`config.mk`:
```
export PLATFORM = sky130hd
export DESIGN_NAME = scm_queue
export DESIGN_NICKNAME = d
export VERILOG_FILES = /design/src/sv/scm_pkg.sv /design/src/sv/scm_queue.sv
export SDC_FILE = /design/constraint.sdc
export NUM_CORES = 1
export LEC_CHECK = 0
export BUFFER_PORTS_ARGS = -buffer_cell sky130_fd_sc_hd__buf_4
export CORE_MARGIN = 3
export CORE_UTILIZATION = 52
export CTS_CLUSTER_SIZE = 24
export DETAILED_ROUTE_END_ITERATION = 8
export GPL_TIMING_DRIVEN = 1
export PLACE_DENSITY = 0.87
export SLEW_MARGIN = 30
export SYNTH_ARGS = -nofsm -noshare
export SYNTH_HDL_FRONTEND = slang
export SYNTH_SLANG_ARGS = --single-unit
```
`constraint.sdc`:
```
create_clock -name clock -period 6.1 [get_ports clock]
set_input_delay 0.305 -clock clock [delete_from_list [all_inputs] [get_ports clock]]
set_output_delay 0.305 -clock clock [all_outputs]
set_load 0.01 [all_outputs]
```
`src/sv/scm_pkg.sv`:
```
// Shared types, constants and helpers for the saturating channel mixer.
package scm_pkg;

   // Field widths fixed by the item format
   localparam int SampleW = 32;
   localparam int DivW    = 31;
   localparam int ChanW   = 2;
   localparam int CsrIdxW = 3;

   // Defaults for top-level parameters
   localparam int ChannelsDefault   = 4;
   localparam int QueueDepthDefault = 2;

   // Configuration register indexes
   typedef logic [CsrIdxW-1:0] csr_index_type;
   localparam csr_index_type CsrVolDiv0 = 3'd0;
   localparam csr_index_type CsrVolDiv1 = 3'd1;
   localparam csr_index_type CsrVolDiv2 = 3'd2;
   localparam csr_index_type CsrVolDiv3 = 3'd3;
   localparam csr_index_type CsrOutMono = 3'd4;

   localparam logic signed [SampleW-1:0] SampleMax = 32'sh7FFF_FFFF;
   localparam logic signed [SampleW-1:0] SampleMin = 32'sh8000_0000;

   // Input item
   typedef struct packed {
      logic [ChanW-1:0]          chan;
      logic signed [SampleW-1:0] gen_left;
      logic signed [SampleW-1:0] gen_right;
      logic                      gen_mono;
      logic                      frame_end;
   } req_type;

   // Result item
   typedef struct packed {
      logic signed [SampleW-1:0] mix_left;
      logic signed [SampleW-1:0] mix_right;
   } rsp_type;

   // Classified item handed from front to back through the queue
   typedef struct packed {
      logic signed [SampleW-1:0] gen_left;
      logic signed [SampleW-1:0] gen_right;
      logic [DivW-1:0]           divisor;
      logic                      active;
      logic                      gen_mono;
      logic                      out_mono;
      logic                      frame_end;
   } cmd_type;

   typedef enum logic [2:0] {
      BK_IDLE,
      BK_DIV,
      BK_ADD_L,
      BK_ADD_R,
      BK_EMIT
   } back_state_type;

   // 32-bit signed add, clamped to the representable range
   function automatic logic signed [SampleW-1:0] sat_add(
      input logic signed [SampleW-1:0] a,
      input logic signed [SampleW-1:0] b
   );
      logic signed [SampleW:0] sum;
      sum = {a[SampleW-1], a} + {b[SampleW-1], b};
      if (sum[SampleW] != sum[SampleW-1]) begin
         return sum[SampleW] ? SampleMin : SampleMax;
      end
      return sum[SampleW-1:0];
   endfunction

endpackage

```
`src/sv/scm_queue.sv`:
```
// Short FIFO of classified items between the front and the back.
module scm_queue
   import scm_pkg::*;
#(
   parameter int DEPTH = QueueDepthDefault
) (
   input  logic    clock,
   input  logic    reset,
   input  logic    push,
   input  cmd_type push_data,
   output logic    not_full,
   input  logic    pop,
   output logic    not_empty,
   output cmd_type pop_data
);

   localparam int PtrW = $clog2(DEPTH);
   localparam int CntW = $clog2(DEPTH + 1);

   cmd_type         slot_ff [DEPTH];
   logic [PtrW-1:0] wr_ptr_ff, wr_ptr_in;
   logic [PtrW-1:0] rd_ptr_ff, rd_ptr_in;
   logic [CntW-1:0] count_ff, count_in;

   assign not_full  = count_ff != CntW'(DEPTH);
   assign not_empty = count_ff != '0;
   assign pop_data  = slot_ff[rd_ptr_ff];

   // Pointer and fill tracking
   always_comb begin
      wr_ptr_in = wr_ptr_ff;
      rd_ptr_in = rd_ptr_ff;
      count_in  = count_ff;
      if (push) begin
         wr_ptr_in = (wr_ptr_ff == PtrW'(DEPTH - 1)) ? '0 : wr_ptr_ff + 1'b1;
      end
      if (pop) begin
         rd_ptr_in = (rd_ptr_ff == PtrW'(DEPTH - 1)) ? '0 : rd_ptr_ff + 1'b1;
      end
      if (push && !pop) begin
         count_in = count_ff + 1'b1;
      end else if (pop && !push) begin
         count_in = count_ff - 1'b1;
      end
   end

   always_ff @(posedge clock) begin
      if (reset) begin
         wr_ptr_ff <= '0;
         rd_ptr_ff <= '0;
         count_ff  <= '0;
      end else begin
         wr_ptr_ff <= wr_ptr_in;
         rd_ptr_ff <= rd_ptr_in;
         count_ff  <= count_in;
      end
   end

   // Storage
   always_ff @(posedge clock) begin
      if (push) begin
         slot_ff[wr_ptr_ff] <= push_data;
      end
   end

endmodule

```
==> flow_metrics.tcl <==
set metrics [dict create \
    viasPerCell 5.11 \
    synth.area.mux_share 0.156 \
    die-width_microns 125 \
    layout_setup_ws_ps 3200 \
    cts.repair.resized 0 \
    antenna_cells 0 \
    timing.fmax_ghz 0.345 \
    setup_violations 0 \
    fillers 789 \
    layout.nets 692 \
    startpoint_type "register" \
    clockBufferDepth 3 \
    dpl.hpwl_microns 9450 \
    grt_max_degree 57 \
    gp_congestion 0.770 \
    h-tree-depth 1 \
    path_class "reg2out" \
    grt_first_pass_wirelength_microns 21800 \
    start_util 0.544 \
    grt_usage 0.174 \
    p_leak_uw 0.00384 \
    drt_pass1_iterations 4 \
    path_delay_family "buffers and inverters" \
    cp.depth 3 \
    syn-num-nets 434 \
    period_share 0.476 \
    worstPathBufferInverterCount 2 \
    crit_path_end_kind "primary output" \
    ant_nets 0 \
    synth_compound_area_frac 0.00136 \
    synth_top_family_by_area "multiplexers" \
    worst_slew_pin_slew_ps 751 \
    cts_tree "yes" \
    ios 204 \
    ys_seq_area_frac 0.819 \
    tns_ps 0 \
    synth_xor_area_frac 0.00475 \
    syn2layout_area_growth_pct 37.1 \
    peakVddDrop_uv 239 \
    p_clk_frac 0.356 \
    rsz0062_at_grt "no" \
    yosys.area_share.adder 0.00170 \
    finalClockSkew_ps 11.9 \
    comb_power_share 0.126 \
    switching_power_uw 685 \
    numPlacedInstances 702 \
    p_total_uw 3210 \
    synth_area_sq_um 7380 \
    maxSlewHeadroom 0.499 \
    final_cell_count_no_fill 778 \
    drt_wl_total_microns 14600 \
    vias 3979 \
    clk_pin_slew_ps 60 \
    cpMostUsedCell "buf_4" \
    path_cells "buf_4 > mux2_2 > buf_4" \
    drc 0 \
    drv_cap 0 \
    critPathMaxFanout 52 \
    io_buffers 203 \
    cp_data_required_time_ps 5790 \
    grt_pass1_vias 4212 \
    crit_arrival_ps 2600 \
    wl_per_cell_microns 18.8 \
    synth_seq_cells 203 \
    fin_util 0.746 \
    worstHoldPathType "in2reg" \
    yosysWarnings 0 \
    antenna_found_initial 0 \
    drive_gt1_frac 0.561 \
    status "finished clean" \
    synth-simple-area-share 0.00627 \
    cpPeakStageDelay_ps 800 \
    synth_area_per_cell_sq_um 22.4 \
    cts_num_sinks 203 \
    rows 42 \
    insertion_delay_ps 470 \
    cts_made_buffers 20 \
    hold_viol 0 \
    cts_post_setup_buffers_inserted 0 \
    postSynthCellCount 330 \
    root_buffer "clkbuf_16" \
    min_path_cells 1 \
    fin_crit_ps 2900 \
    place_ws_ps 3700 \
    grt_overflow_total 0 \
    yosysUniqueCellTypes 18 \
    die_y_microns 125 \
    crit_path_top_delay_cell "dfxtp_4" \
    pwr-share-seq 0.518 \
    maxSlewViolCount 0 \
    p_per_area_nw_per_um2 318 \
    intPower_uw 2530 \
    drtIter0Drc 261 \
    p_sw_frac 0.213 \
    reg2reg_depth 2 \
    dieArea_sq_um 15700 \
    core_region_area_sq_um 13600 \
]
## sequential cells by signal, indices dropped and copies added, names as in the netlist, named ones only
name and flops:
slot_ff 198, count_ff 2, rd_ptr_ff 1, wr_ptr_ff 1
## worst reg2reg max path: cells and delay by family (launching register included)
kind	cells	cell delay (ps)
flip-flops	1	410
buffers and inverters	1	690
AND/OR/NAND/NOR	1	600
## logic make-up after synthesis
group / after synthesis
and+or+nand+nor: 9
adders and majority gates: 1
buffers and inverters: 12
xor gates and xnor gates: 4
DFF: 203
AOI/OAI and AO/OA: 2
muxes: 99
## layer usage
layer,GRT usage,vias up,part of all wire
li1,-,1821,-
met1,0.197,1979,0.37
met2,0.315,156,0.54
met3,0.0576,23,0.071
met4,0.0466,0,0.018
met5,0,-,0
## final timing paths
| path | startpoint | endpoint | slack (ps) |
|---|---|---|---|
| max reg2reg | wr_ptr_ff$_SDFFE_PP0P_ | slot_ff[1][0]$_DFFE_PP_ | 3980 |
| max | register | pop_data[13] | 3200 |
| min | push_data[70] | slot_ff[1][70]$_DFFE_PP_ | 20 |
| min reg2reg | count_ff[1]$_SDFFE_PP0P_ | count_ff[1]$_SDFFE_PP0P_ | 530 |
## cell type report
| cell class | instances | area, sq um | share of cell area |
|---|---|---|---|
| clock buffers | 23 | 533 | 0.0527 |
| clock inverters | 13 | 93.8 | 0.00927 |
| inverters | 1 | 3.75 | 0.000371 |
| multi-input cells | 115 | 1270 | 0.125 |
| flip-flops and latches | 203 | 6050 | 0.598 |
| well taps | 176 | 220 | 0.0218 |
| repair buffers | 247 | 1950 | 0.193 |
## power by group through the flow
stage	combinational (uW)	clock [uW]	sequential [uW]
floorplan	197	0	1680
global placement	378	0	1690
detailed placement	386	0	1690
CTS	396	1170	1660
global route	433	1230	1670
finish	406	1140	1660
## cell usage after synthesis
cell type	number	area, sq um
and2_1	1	6.26
xnor2_1	2	17.5
buf_2	8	40.0
inv_1	1	3.75
nor2_1	4	15.0
mux2_2	89	1000
dfxtp_1	5	100
xor2_1	2	17.5
a21oi_1	1	5.00
o21ai_0	1	5.00
nor2b_1	1	6.26
edfxtp_1	198	5950
mux2_4	10	150
ha_1	1	12.5
buf_6	3	33.8
or2_2	1	6.26
nand2b_1	1	6.26
or3_1	1	6.26
## placed cells by master (no fill, tap or decap), drive strengths merged
cell type	Yosys	routed
ha	1	1
a21oi	1	1
or3	1	1
mux2	99	99
edfxtp	198	198
buf	11	207
clkbuf	0	23
or2	1	1
nor2	4	4
inv	1	1
xor2	2	2
dfxtp	5	5
clkinv	0	12
dlygate4sd3	0	40
and2	1	1
bufinv	0	1
nor2b	1	1
o21ai	1	1
nand2b	1	1
xnor2	2	2
## through the flow
step / instance area [sq um] / hold slack [ps]
2_1_floorplan: 7380 / 374
3_3_place_gp: 9090 / 473
3_5_place_dp: 9090 / 492
4_1_cts: 9870 / 0.170
5_1_grt: 10100 / 1.03
6_report: 10100 / 22.5
## timing repair
action,4_1_cts,5_1_grt
hold buffers,15,25
endpoints found under the hold margin,27,45
endpoints found under the setup margin,0,0
Note: power is estimated with default switching activity, not from simulation.
