===== src/sv/scm_pkg.sv =====
// Shared types, constants and helpers for the saturating channel mixer.
package scm_pkg;

   // Field widths fixed by the item format
   localparam int SampleW = 32;
   localparam int DivW    = 31;
   localparam int ChanW   = 2;
   localparam int CsrIdxW = 3;

   // Defaults for top-level parameters
   localparam int ChannelsDefault   = 4;
   localparam int QueueDepthDefault = 2;

   // Configuration register indexes
   typedef logic [CsrIdxW-1:0] csr_index_type;
   localparam csr_index_type CsrVolDiv0 = 3'd0;
   localparam csr_index_type CsrVolDiv1 = 3'd1;
   localparam csr_index_type CsrVolDiv2 = 3'd2;
   localparam csr_index_type CsrVolDiv3 = 3'd3;
   localparam csr_index_type CsrOutMono = 3'd4;

   localparam logic signed [SampleW-1:0] SampleMax = 32'sh7FFF_FFFF;
   localparam logic signed [SampleW-1:0] SampleMin = 32'sh8000_0000;

   // Input item
   typedef struct packed {
      logic [ChanW-1:0]          chan;
      logic signed [SampleW-1:0] gen_left;
      logic signed [SampleW-1:0] gen_right;
      logic                      gen_mono;
      logic                      frame_end;
   } req_type;

   // Result item
   typedef struct packed {
      logic signed [SampleW-1:0] mix_left;
      logic signed [SampleW-1:0] mix_right;
   } rsp_type;

   // Classified item handed from front to back through the queue
   typedef struct packed {
      logic signed [SampleW-1:0] gen_left;
      logic signed [SampleW-1:0] gen_right;
      logic [DivW-1:0]           divisor;
      logic                      active;
      logic                      gen_mono;
      logic                      out_mono;
      logic                      frame_end;
   } cmd_type;

   typedef enum logic [2:0] {
      BK_IDLE,
      BK_DIV,
      BK_ADD_L,
      BK_ADD_R,
      BK_EMIT
   } back_state_type;

   // 32-bit signed add, clamped to the representable range
   function automatic logic signed [SampleW-1:0] sat_add(
      input logic signed [SampleW-1:0] a,
      input logic signed [SampleW-1:0] b
   );
      logic signed [SampleW:0] sum;
      sum = {a[SampleW-1], a} + {b[SampleW-1], b};
      if (sum[SampleW] != sum[SampleW-1]) begin
         return sum[SampleW] ? SampleMin : SampleMax;
      end
      return sum[SampleW-1:0];
   endfunction

endpackage


===== src/sv/scm_stream_if.sv =====
// Valid/ready stream channel carrying one payload item per handshake.
interface scm_stream_if #(
   parameter type payload_type = logic
) ();
   logic        valid;
   logic        ready;
   payload_type data;

   modport source (output valid, output data, input ready);
   modport sink   (input valid, input data, output ready);
endinterface


===== src/sv/scm_divider.sv =====
// Restoring signed divider, one quotient bit per cycle, truncating toward zero.
module scm_divider
   import scm_pkg::*;
(
   input  logic                      clock,
   input  logic                      reset,
   input  logic                      start,
   input  logic signed [SampleW-1:0] dividend,
   input  logic [DivW-1:0]           divisor,
   output logic                      done,
   output logic signed [SampleW-1:0] quotient
);

   localparam int CntW = $clog2(SampleW);

   logic               busy_ff, busy_in;
   logic               done_ff, done_in;
   logic [CntW-1:0]    cnt_ff, cnt_in;
   logic               neg_ff, neg_in;
   logic [SampleW-1:0] quo_ff, quo_in;
   logic [DivW-1:0]    rem_ff, rem_in;
   logic [DivW-1:0]    div_ff, div_in;
   logic [SampleW-1:0] trial;
   logic [SampleW-1:0] diff;
   logic               fits;

   // One trial subtraction per cycle
   assign trial = {rem_ff, quo_ff[SampleW-1]};
   assign diff  = trial - {1'b0, div_ff};
   assign fits  = trial >= {1'b0, div_ff};

   always_comb begin
      busy_in = busy_ff;
      done_in = 1'b0;
      cnt_in  = cnt_ff;
      neg_in  = neg_ff;
      quo_in  = quo_ff;
      rem_in  = rem_ff;
      div_in  = div_ff;
      if (start) begin
         busy_in = 1'b1;
         cnt_in  = '0;
         neg_in  = dividend[SampleW-1];
         quo_in  = dividend[SampleW-1] ? -dividend : dividend;
         rem_in  = '0;
         div_in  = divisor;
      end else if (busy_ff) begin
         quo_in = {quo_ff[SampleW-2:0], fits};
         rem_in = fits ? diff[DivW-1:0] : trial[DivW-1:0];
         cnt_in = cnt_ff + 1'b1;
         if (cnt_ff == CntW'(SampleW - 1)) begin
            busy_in = 1'b0;
            done_in = 1'b1;
         end
      end
   end

   always_ff @(posedge clock) begin
      if (reset) begin
         busy_ff <= 1'b0;
         done_ff <= 1'b0;
      end else begin
         busy_ff <= busy_in;
         done_ff <= done_in;
      end
   end

   always_ff @(posedge clock) begin
      cnt_ff <= cnt_in;
      neg_ff <= neg_in;
      quo_ff <= quo_in;
      rem_ff <= rem_in;
      div_ff <= div_in;
   end

   // Sign restore; magnitude of at most 2^31 wraps correctly to the minimum
   assign done     = done_ff;
   assign quotient = neg_ff ? -$signed(quo_ff) : $signed(quo_ff);

   // Never restarted mid-division
   a_no_restart: assert property (@(posedge clock) disable iff (reset)
      start |-> !busy_ff)
      else $error("divider started while busy");

endmodule


===== src/sv/scm_back.sv =====
// Back end: divides, accumulates with saturation and emits the frame sums.
module scm_back
   import scm_pkg::*;
(
   input  logic    clock,
   input  logic    reset,
   input  logic    q_valid,
   input  cmd_type q_data,
   output logic    q_pop,
   scm_stream_if.source rsp_bus
);

   back_state_type            state_ff, state_in;
   cmd_type                   cmd_ff, cmd_in;
   logic signed [SampleW-1:0] ql_ff, ql_in;
   logic signed [SampleW-1:0] qr_ff, qr_in;
   logic signed [SampleW-1:0] acc_left_ff, acc_left_in;
   logic signed [SampleW-1:0] acc_right_ff, acc_right_in;
   logic                      rsp_valid_ff, rsp_valid_in;
   rsp_type                   rsp_data_ff, rsp_data_in;
   logic                      div_start;
   logic                      done_l, done_r;
   logic signed [SampleW-1:0] quot_l, quot_r;
   logic                      can_emit;

   // Left and right lanes divide side by side
   scm_divider u_div_l (
      .clock    (clock),
      .reset    (reset),
      .start    (div_start),
      .dividend (q_data.gen_left),
      .divisor  (q_data.divisor),
      .done     (done_l),
      .quotient (quot_l)
   );

   scm_divider u_div_r (
      .clock    (clock),
      .reset    (reset),
      .start    (div_start),
      .dividend (q_data.gen_right),
      .divisor  (q_data.divisor),
      .done     (done_r),
      .quotient (quot_r)
   );

   assign can_emit = !rsp_valid_ff || rsp_bus.ready;

   // Sequencer
   always_comb begin
      state_in     = state_ff;
      cmd_in       = cmd_ff;
      ql_in        = ql_ff;
      qr_in        = qr_ff;
      acc_left_in  = acc_left_ff;
      acc_right_in = acc_right_ff;
      rsp_valid_in = rsp_valid_ff & ~rsp_bus.ready;
      rsp_data_in  = rsp_data_ff;
      q_pop        = 1'b0;
      div_start    = 1'b0;
      case (state_ff)
         BK_IDLE: begin
            if (q_valid) begin
               q_pop  = 1'b1;
               cmd_in = q_data;
               if (q_data.active) begin
                  div_start = 1'b1;
                  state_in  = BK_DIV;
               end else if (q_data.frame_end) begin
                  state_in = BK_EMIT;
               end
            end
         end
         BK_DIV: begin
            if (done_l) begin
               ql_in    = quot_l;
               qr_in    = quot_r;
               state_in = BK_ADD_L;
            end
         end
         BK_ADD_L: begin
            acc_left_in = sat_add(acc_left_ff, ql_ff);
            // mono source feeds both sides in stereo output
            if (cmd_ff.gen_mono && !cmd_ff.out_mono) begin
               acc_right_in = sat_add(acc_right_ff, ql_ff);
            end
            if (!cmd_ff.gen_mono) begin
               state_in = BK_ADD_R;
            end else begin
               state_in = cmd_ff.frame_end ? BK_EMIT : BK_IDLE;
            end
         end
         BK_ADD_R: begin
            // stereo source folded onto left in mono output
            if (cmd_ff.out_mono) begin
               acc_left_in = sat_add(acc_left_ff, qr_ff);
            end else begin
               acc_right_in = sat_add(acc_right_ff, qr_ff);
            end
            state_in = cmd_ff.frame_end ? BK_EMIT : BK_IDLE;
         end
         BK_EMIT: begin
            if (can_emit) begin
               rsp_valid_in          = 1'b1;
               rsp_data_in.mix_left  = acc_left_ff;
               rsp_data_in.mix_right = cmd_ff.out_mono ? '0 : acc_right_ff;
               acc_left_in           = '0;
               acc_right_in          = '0;
               state_in              = BK_IDLE;
            end
         end
         default: state_in = BK_IDLE;
      endcase
   end

   always_ff @(posedge clock) begin
      if (reset) begin
         state_ff     <= BK_IDLE;
         acc_left_ff  <= '0;
         acc_right_ff <= '0;
         rsp_valid_ff <= 1'b0;
      end else begin
         state_ff     <= state_in;
         acc_left_ff  <= acc_left_in;
         acc_right_ff <= acc_right_in;
         rsp_valid_ff <= rsp_valid_in;
      end
   end

   always_ff @(posedge clock) begin
      cmd_ff      <= cmd_in;
      ql_ff       <= ql_in;
      qr_ff       <= qr_in;
      rsp_data_ff <= rsp_data_in;
   end

   assign rsp_bus.valid = rsp_valid_ff;
   assign rsp_bus.data  = rsp_data_ff;

   // Both lanes start together, so they must finish together
   a_lanes_lockstep: assert property (@(posedge clock) disable iff (reset)
      done_l == done_r)
      else $error("divider lanes out of step");

   // Emitting a frame leaves both accumulators cleared
   a_emit_clears: assert property (@(posedge clock) disable iff (reset)
      (state_ff == BK_EMIT) && can_emit |=> (acc_left_ff == '0) && (acc_right_ff == '0))
      else $error("accumulators not cleared after frame");

   // Mono output carries a zero right sample
   a_mono_right_zero: assert property (@(posedge clock) disable iff (reset)
      (state_ff == BK_EMIT) && can_emit && cmd_ff.out_mono |=> rsp_data_ff.mix_right == '0)
      else $error("right sample not zero in mono output");

endmodule

===== src/flat_wrapper.sv =====
// flat-port wrapper written by rule: the top's interface ports become plain ports
module scm_back_flat import scm_pkg::*;
  (clock, reset, q_valid, q_data, q_pop, rsp_bus_valid, rsp_bus_data, rsp_bus_ready);
  scm_stream_if rsp_bus_i ();
  input  logic clock;
  input  logic reset;
  input  logic q_valid;
  input  cmd_type q_data;
  output logic q_pop;
  output wire logic [$bits(rsp_bus_i.valid)-1:0] rsp_bus_valid;
  output wire logic [$bits(rsp_bus_i.data)-1:0] rsp_bus_data;
  input wire logic [$bits(rsp_bus_i.ready)-1:0] rsp_bus_ready;
  assign rsp_bus_valid = rsp_bus_i.valid;
  assign rsp_bus_data = rsp_bus_i.data;
  assign rsp_bus_i.ready = rsp_bus_ready;
  scm_back u_core (.clock(clock), .reset(reset), .q_valid(q_valid), .q_data(q_data), .q_pop(q_pop), .rsp_bus(rsp_bus_i));
endmodule

===== config.mk =====
export PLATFORM = sky130hd
export DESIGN_NAME = scm_back_flat
export DESIGN_NICKNAME = d
export VERILOG_FILES = /design/src/sv/scm_pkg.sv /design/src/sv/scm_stream_if.sv /design/src/sv/scm_divider.sv /design/src/sv/scm_back.sv /design/src/flat_wrapper.sv
export SDC_FILE = /design/constraint.sdc
export NUM_CORES = 1
export LEC_CHECK = 0
export BUFFER_PORTS_ARGS = -buffer_cell sky130_fd_sc_hd__buf_2
export CELL_PAD_IN_SITES_DETAIL_PLACEMENT = 0
export CELL_PAD_IN_SITES_GLOBAL_PLACEMENT = 1
export CORE_ASPECT_RATIO = 0.75
export CORE_MARGIN = 2
export CORE_UTILIZATION = 52
export DETAILED_ROUTE_END_ITERATION = 10
export PLACE_DENSITY = 0.84
export SLEW_MARGIN = 0
export SYNTH_ARGS = -nofsm -noshare
export SYNTH_HDL_FRONTEND = slang
export SYNTH_SLANG_ARGS = --single-unit

===== constraint.sdc =====
create_clock -name clock -period 10.45 [get_ports clock]
set_input_delay 1.5675 -clock clock [delete_from_list [all_inputs] [get_ports clock]]
set_output_delay 1.5675 -clock clock [all_outputs]
set_load 0.02 [all_outputs]

==> out/results.tsv, run 1 <==
metric	value	unit
yosys.area.top_type_share	25.3	%
wire_per_inst	17.7	microns
worst_setup_path_end_kind	register	
dr_total_vias	16500	
crit_arrival	5140	ps
die_width	228	microns
hold_class	reg2reg	
maxSlewHeadroom	22.4	%
cts_max_path_buffers	3	
ys.flop_type	edfxtp_1	
num-fill-cells	3380	
crit_fanout	5	
post-route-util	58.1	%
synth-seq-cells	276	
dp_hpwl	36200	microns
power_per_cell_area	187	nW/um^2
setup_tns	0	ps
synth.distinct_cells	75	
clock_tree.htree_level_count	1	
fp-row-count	61	
clock-root-buffer	clkbuf_16	
syn_inst	2192	
layout.nets	2496	
async_reset_ff_share	0	%
status	finished, final reports clean	
slew_violations	0	
overflow	0	
yosysSeqAreaShare	36.7	%
syn-num-nets	2433	
firstDrtPassIters	5	
finalHoldViolations	0	
min_period	4640	ps
synth_edf_count	165	
grt_max_degree	90	
hold_path_depth	2	
io_pins	106	
grt_usage	24.4	%
antenna_left	0	
syn_avg_cell_area	8.92	sq um
grt_pass1_wl	78600	microns
start_kind	register	
grt_pass1_vias	14900	
place.gp.congestion	0.902	
ys_top_cells_by_area	edfxtp_1 25%, dfxtp_1 11%, ha_1 8.6%, o21ai_0 6.1%, xnor2_1 5.6%	
reg2regPathDepth	13	
synth_warnings	0	
synth_area	19600	sq um
viasPerCell	5.91	
cts_setup_buffers	0	
min_period_over_period	44.4	%
die_h	172	microns
cts_hold_buf	0	
synth_top_cell_by_area	edfxtp_1	
antenna_found_initial	1	
start_util	52.7	%
cts_resized	0	
p_leak	8.82	nW
drv_cap	0	
drtIter0Drc	1454	
ir_drop	0.000134	V
crit_chain	inv_1 > ha_1 > fa_1 > nor2b_1 > o31a_1 > o311a_1 > nor3_1 > o211ai_1 > a311oi_1 > o21ai_0 > a31oi_1 > mux2_2 > a21oi_1	
cts_tree	yes	
slowest_stage	a31oi_1	
fmax	0.216	GHz
grt_setup_unrepaired	false	
setup_violations	0	
port_buffers	105	
yosys-top-cells-count	240 x o21ai_0, 207 x nand2_1, 165 x edfxtp_1	
cp.required	10950	ps
numClockSinks	276	
cts_made_buffers	30	
synth_most_common_cell	o21ai_0	
clkLatencyLatePin	580	ps
routed_wirelength	49200	microns
layout-drive-gt1-share	8.82	%
path_clk_slew	60	ps
syn_to_final_growth	10.1	%
drc	0	
critPathKind	reg2reg	
finClkSkew	10.6	ps
worstMarginPinSlew	1150	ps
dieArea	39200	sq um
core-area	37100	sq um
cpPeakStageDelay	760	ps
-- metal layers --
metal  up-vias  wire length (microns)  GRT usage [%]
li1       8260                      -              -
met1      7677                  25900           38.3
met2       484                  19500           35.2
met3        44                   3110           3.64
met4         0                    758           4.52
met5         -                      0              0
-- sequential cells by signal, summed over array words and instances, names as in the netlist, 3 cells and up --
| name | count |
|---|---|
| u_core.acc_right_ff | 32 |
| u_core.u_div_l.div_ff | 31 |
| u_core.cmd_ff | 3 |
| u_core.u_div_r.cnt_ff | 5 |
| u_core.ql_ff | 32 |
| u_core.u_div_l.rem_ff | 31 |
| u_core.u_div_l.cnt_ff | 5 |
| u_core.qr_ff | 32 |
| u_core.u_div_r.quo_ff | 32 |
| u_core.state_ff | 3 |
| u_core.u_div_r.rem_ff | 31 |
| u_core.u_div_l.quo_ff | 32 |
-- critical path: cells and delay by family, from the launching register on --
| family | cells | cell delay [ps] |
|---|---|---|
| AOI/OAI and AO/OA | 7 | 2450 |
| muxes | 1 | 410 |
| and+or+nand+nor | 2 | 570 |
| buffers and inverters | 1 | 260 |
| adders and majority gates | 2 | 450 |
| DFF | 1 | 420 |
-- where the power goes --
| group | switching [mW] | internal (mW) | total [mW] |
|---|---|---|---|
| registers | 0.141 | 1.33 | 1.47 |
| logic | 0.833 | 0.624 | 1.46 |
| clock network | 0.450 | 0.660 | 1.11 |
| total | 1.42 | 2.61 | 4.04 |
-- through the flow --
stage | setup WS (ps) | instances | hold WS, ps | power (mW) | instance area [sq um]
floorplan | 5620 | 2192 | 463 | 2.59 | 19600
global placement | 5530 | 2727 | 479 | 2.88 | 20500
detailed placement | 5470 | 2727 | 483 | 2.92 | 20500
CTS | 5850 | 2783 | 493 | 4.04 | 21500
global route | 5550 | 2784 | 521 | 4.30 | 21500
finish | 5810 | 2784 | 494 | 4.04 | 21500
-- worst paths after layout --
check	startpoint	slack, ps	endpoint
worst max-delay path	u_core.u_div_l.quo_ff[31]	5810	u_core.u_div_l.rem_ff[0]
worst min-delay path	u_core.u_div_r.rem_ff[15]	490	u_core.u_div_r.rem_ff[15]
worst max register to register	u_core.u_div_l.quo_ff[31]	5810	u_core.u_div_l.rem_ff[0]
worst min register to register	u_core.u_div_r.rem_ff[15]	490	u_core.u_div_r.rem_ff[15]
-- kinds of logic (layout without fill, tap and decap cells) --
| group | count (synthesis) | after routing | synth area share [%] |
|---|---|---|---|
| AND/OR/NAND/NOR | 605 | 605 | 15.0 |
| XOR/XNOR | 221 | 221 | 9.90 |
| multiplexers | 50 | 50 | 2.58 |
| other | 0 | 1 | 0 |
| buffers and inverters | 175 | 262 | 3.37 |
| adder cells (fa/ha/maj) | 138 | 138 | 8.98 |
| flip-flops | 276 | 276 | 36.7 |
| AO/OA/AOI/OAI | 727 | 727 | 23.4 |
-- cell type report --
class	count	area (sq um)	share of cell area (%)
clock inverter	15	176	0.819
multi-input combinational	1741	11800	54.6
tap	504	631	2.93
inverter	88	330	1.53
sequential	276	7180	33.3
timing repair buffer	118	623	2.89
antenna	1	2.50	0.0116
clock buffer	41	843	3.92
-- layout by cell type, fill, tap and decap left out, types with 54 or more instances in the layout --
cell,synthesis,final
inv_1,86,86
nor2_1,142,142
a21oi_1,151,151
nand2_1,207,206
edfxtp_1,165,165
buf_2,2,105
ha_1,134,134
dfxtp_1,111,109
a21o_1,54,54
xnor2_1,124,124
xor2_1,97,97
o21ai_0,240,240
No activity file was read; power rests on OpenSTA's default activity.
==> run 2, diff against run 1 <==
--- a/config.mk
+++ b/config.mk
@@ -5,14 +5,15 @@
 export SDC_FILE = /design/constraint.sdc
 export NUM_CORES = 1
 export LEC_CHECK = 0
+export ABC_AREA = 1
 export BUFFER_PORTS_ARGS = -buffer_cell sky130_fd_sc_hd__buf_2
 export CELL_PAD_IN_SITES_DETAIL_PLACEMENT = 0
 export CELL_PAD_IN_SITES_GLOBAL_PLACEMENT = 1
 export CORE_ASPECT_RATIO = 0.75
 export CORE_MARGIN = 2
-export CORE_UTILIZATION = 52
+export CORE_UTILIZATION = 46
 export DETAILED_ROUTE_END_ITERATION = 10
-export PLACE_DENSITY = 0.84
+export PLACE_DENSITY = 0.79
 export SLEW_MARGIN = 0
 export SYNTH_ARGS = -nofsm -noshare
 export SYNTH_HDL_FRONTEND = slang
==> constraint.sdc (replaced) <==
create_clock -name clock -period 4.75 [get_ports clock]
set_input_delay 0.7125 -clock clock [delete_from_list [all_inputs] [get_ports clock]]
set_output_delay 0.7125 -clock clock [all_outputs]
set_load 0.02 [all_outputs]
==> run 2 against run 1 <==
Synthesized cell count up 42%. Power up 100%. Synthesized area up 11%. Critical path type unchanged. Largest cell class unchanged.
==> out/results.tsv, run 2 <==
metric	value	unit
grt_usage	26.7	%
syn_avg_cell_area	6.97	sq um
die_h	192	microns
syn-num-nets	3343	
crit_fanout	26	
yosysSeqAreaShare	33.2	%
crit_chain	inv_1 > ha_1 > fa_1 > o21ai_2 > a21boi_2 > o21ai_2 > nand2_1 > nand2_1 > nand2_1 > nand3_2 > buf_4 > nand2_1 > o21ai_0	
slowest_stage	edfxtp_1	
firstDrtPassIters	5	
dpl.cell_count	3781	
mostFrequentLayoutCell	nand2_1	
grt_setup_unrepaired	false	
synth_warnings	0	
slew_violations	0	
clkLatencyLatePin	610	ps
worst_setup_path_end_kind	register	
synth.distinct_cells	51	
async_reset_ff_share	0	%
synth_edf_count	165	
cts_made_buffers	30	
worstMarginPinSlew	1090	ps
p_leak	11.3	nW
path_common_cell	nand2_1	
cts_max_path_buffers	3	
status	finished, final reports clean	
setup_tns	0	ps
maxSlewHeadroom	27.4	%
dr_total_vias	20300	
place.gp.congestion	0.948	
cts_tree	yes	
setup_violations	0	
layout-drive-gt1-share	7.05	%
synth-seq-cells	276	
syn_to_final_growth	9.81	%
cpPeakStageDelay	480	ps
ys.flop_type	edfxtp_1	
synth_area	21600	sq um
clock-root-buffer	clkbuf_16	
synth_most_common_cell	nand2_1	
start_kind	register	
dieArea	48800	sq um
grt_max_degree	88	
num_antenna_cells	0	
fp-row-count	68	
die_width	254	microns
crit_arrival	3860	ps
numClockSinks	276	
routed_wirelength	65300	microns
dp_hpwl	52900	microns
core-area	46200	sq um
hold_class	in2reg	
finalHoldViolations	0	
post-route-util	51.4	%
stdcell_count	3837	
min_period_over_period	72.5	%
port_buffers	105	
io_pins	106	
drv_cap	0	
start_util	46.8	%
wire_per_inst	17.0	microns
ys_top_cells_by_area	edfxtp_1 23%, nand2_1 14%, dfxtp_1 10%, ha_1 7.8%, inv_1 6.8%	
path_clk_slew	70	ps
fmax	0.291	GHz
finClkSkew	45.2	ps
drtIter0Drc	2068	
cts_hold_buf	0	
cts_setup_buffers	0	
antenna_found_initial	1	
syn_inst	3102	
overflow	0	
grt_pass1_vias	18100	
min_period	3440	ps
cp.required	5170	ps
yosys.area.top_type_share	22.9	%
power_per_cell_area	341	nW/um^2
ir_drop	0.000288	V
crit_family	simple AND/OR/NAND/NOR gates	
cts_resized	0	
antenna_left	0	
final_cell_mix	826 x nand2_1, 388 x inv_1, 358 x nor2_1	
synth_top_cell_by_area	edfxtp_1	
yosys-top-cells-count	827 x nand2_1, 389 x inv_1, 359 x nor2_1	
worst-path-buf-inv	2	
drc	0	
layout.nets	3424	
viasPerCell	5.30	
critPathKind	reg2reg	
clock_tree.htree_level_count	1	
grt_pass1_wl	101000	microns
run 2: changes by cell type after synthesis, sizes merged, moves of 28 or more:
cell,change
clkbuf,-41
a21o,-36
xnor2,-53
or3,-28
nand2,+645
nand3,+108
inv,+307
nor2,+218
mux2i,-47
a21oi,+51
o31ai,-42
a211oi,-51
nand2b,-31
run 2: cells by family (layout without fill, tap and decap cells):
group	Yosys count	after routing	synth area share, %
AOI/OAI and AO/OA	556	556	14.2
xor gates and xnor gates	191	191	7.74
adders and majority gates	138	138	8.12
buffers and inverters	460	565	8.35
DFF	276	276	33.2
and+or+nand+nor	1481	1481	28.4
run 2: final timing paths:
kind | startpoint | cells after the start | slack [ps] | to
max | u_core.u_div_l.quo_ff[31] | 13 | 1310 | u_core.u_div_l.quo_ff[0]
max reg2reg | u_core.u_div_l.quo_ff[31] | 13 | 1310 | u_core.u_div_l.quo_ff[0]
min | q_data[7] | 1 | 270 | u_core.u_div_l.div_ff[3]
min reg2reg | u_core.u_div_r.rem_ff[13] | 2 | 470 | u_core.u_div_r.rem_ff[13]
run 2: report_power, final:
part           switching (mW)  leakage (nW)  internal (mW)
registers               0.247          2.43           2.86
clock network            1.01         0.495           1.43
logic                    1.70          8.33          0.843
total                    2.96          11.3           5.14
run 2: layout make-up:
cell class	count	area [sq um]
Clock buffer	32	758
Clock inverter	24	275
Fill cell	4650	22500
Inverter	394	1480
Multi-Input combinational cell	2366	12700
Sequential cell	276	7180
Tap cell	630	788
Timing Repair Buffer	115	613
run 2: layer usage:
metal | global-route usage, % | up-vias | share of wire [%]
met1 | 46.3 | 9316 | 55
met5 | 0.204 | - | 0
met3 | 3.89 | 48 | 7.8
met4 | 3.57 | 0 | 1.2
li1 | - | 10300 | -
met2 | 33.7 | 611 | 36
run 2: through the flow:
step | area (sq um) | hold slack (ps) | setup slack [ps] | power, mW
detailed placement | 22700 | 464 | 1360 | 5.66
finish | 23700 | 270 | 1310 | 8.10
floorplan | 21600 | 426 | 1010 | 4.94
global placement | 22700 | 458 | 1380 | 5.62
CTS | 23700 | 239 | 1340 | 8.12
global route | 23700 | 253 | 1080 | 8.60
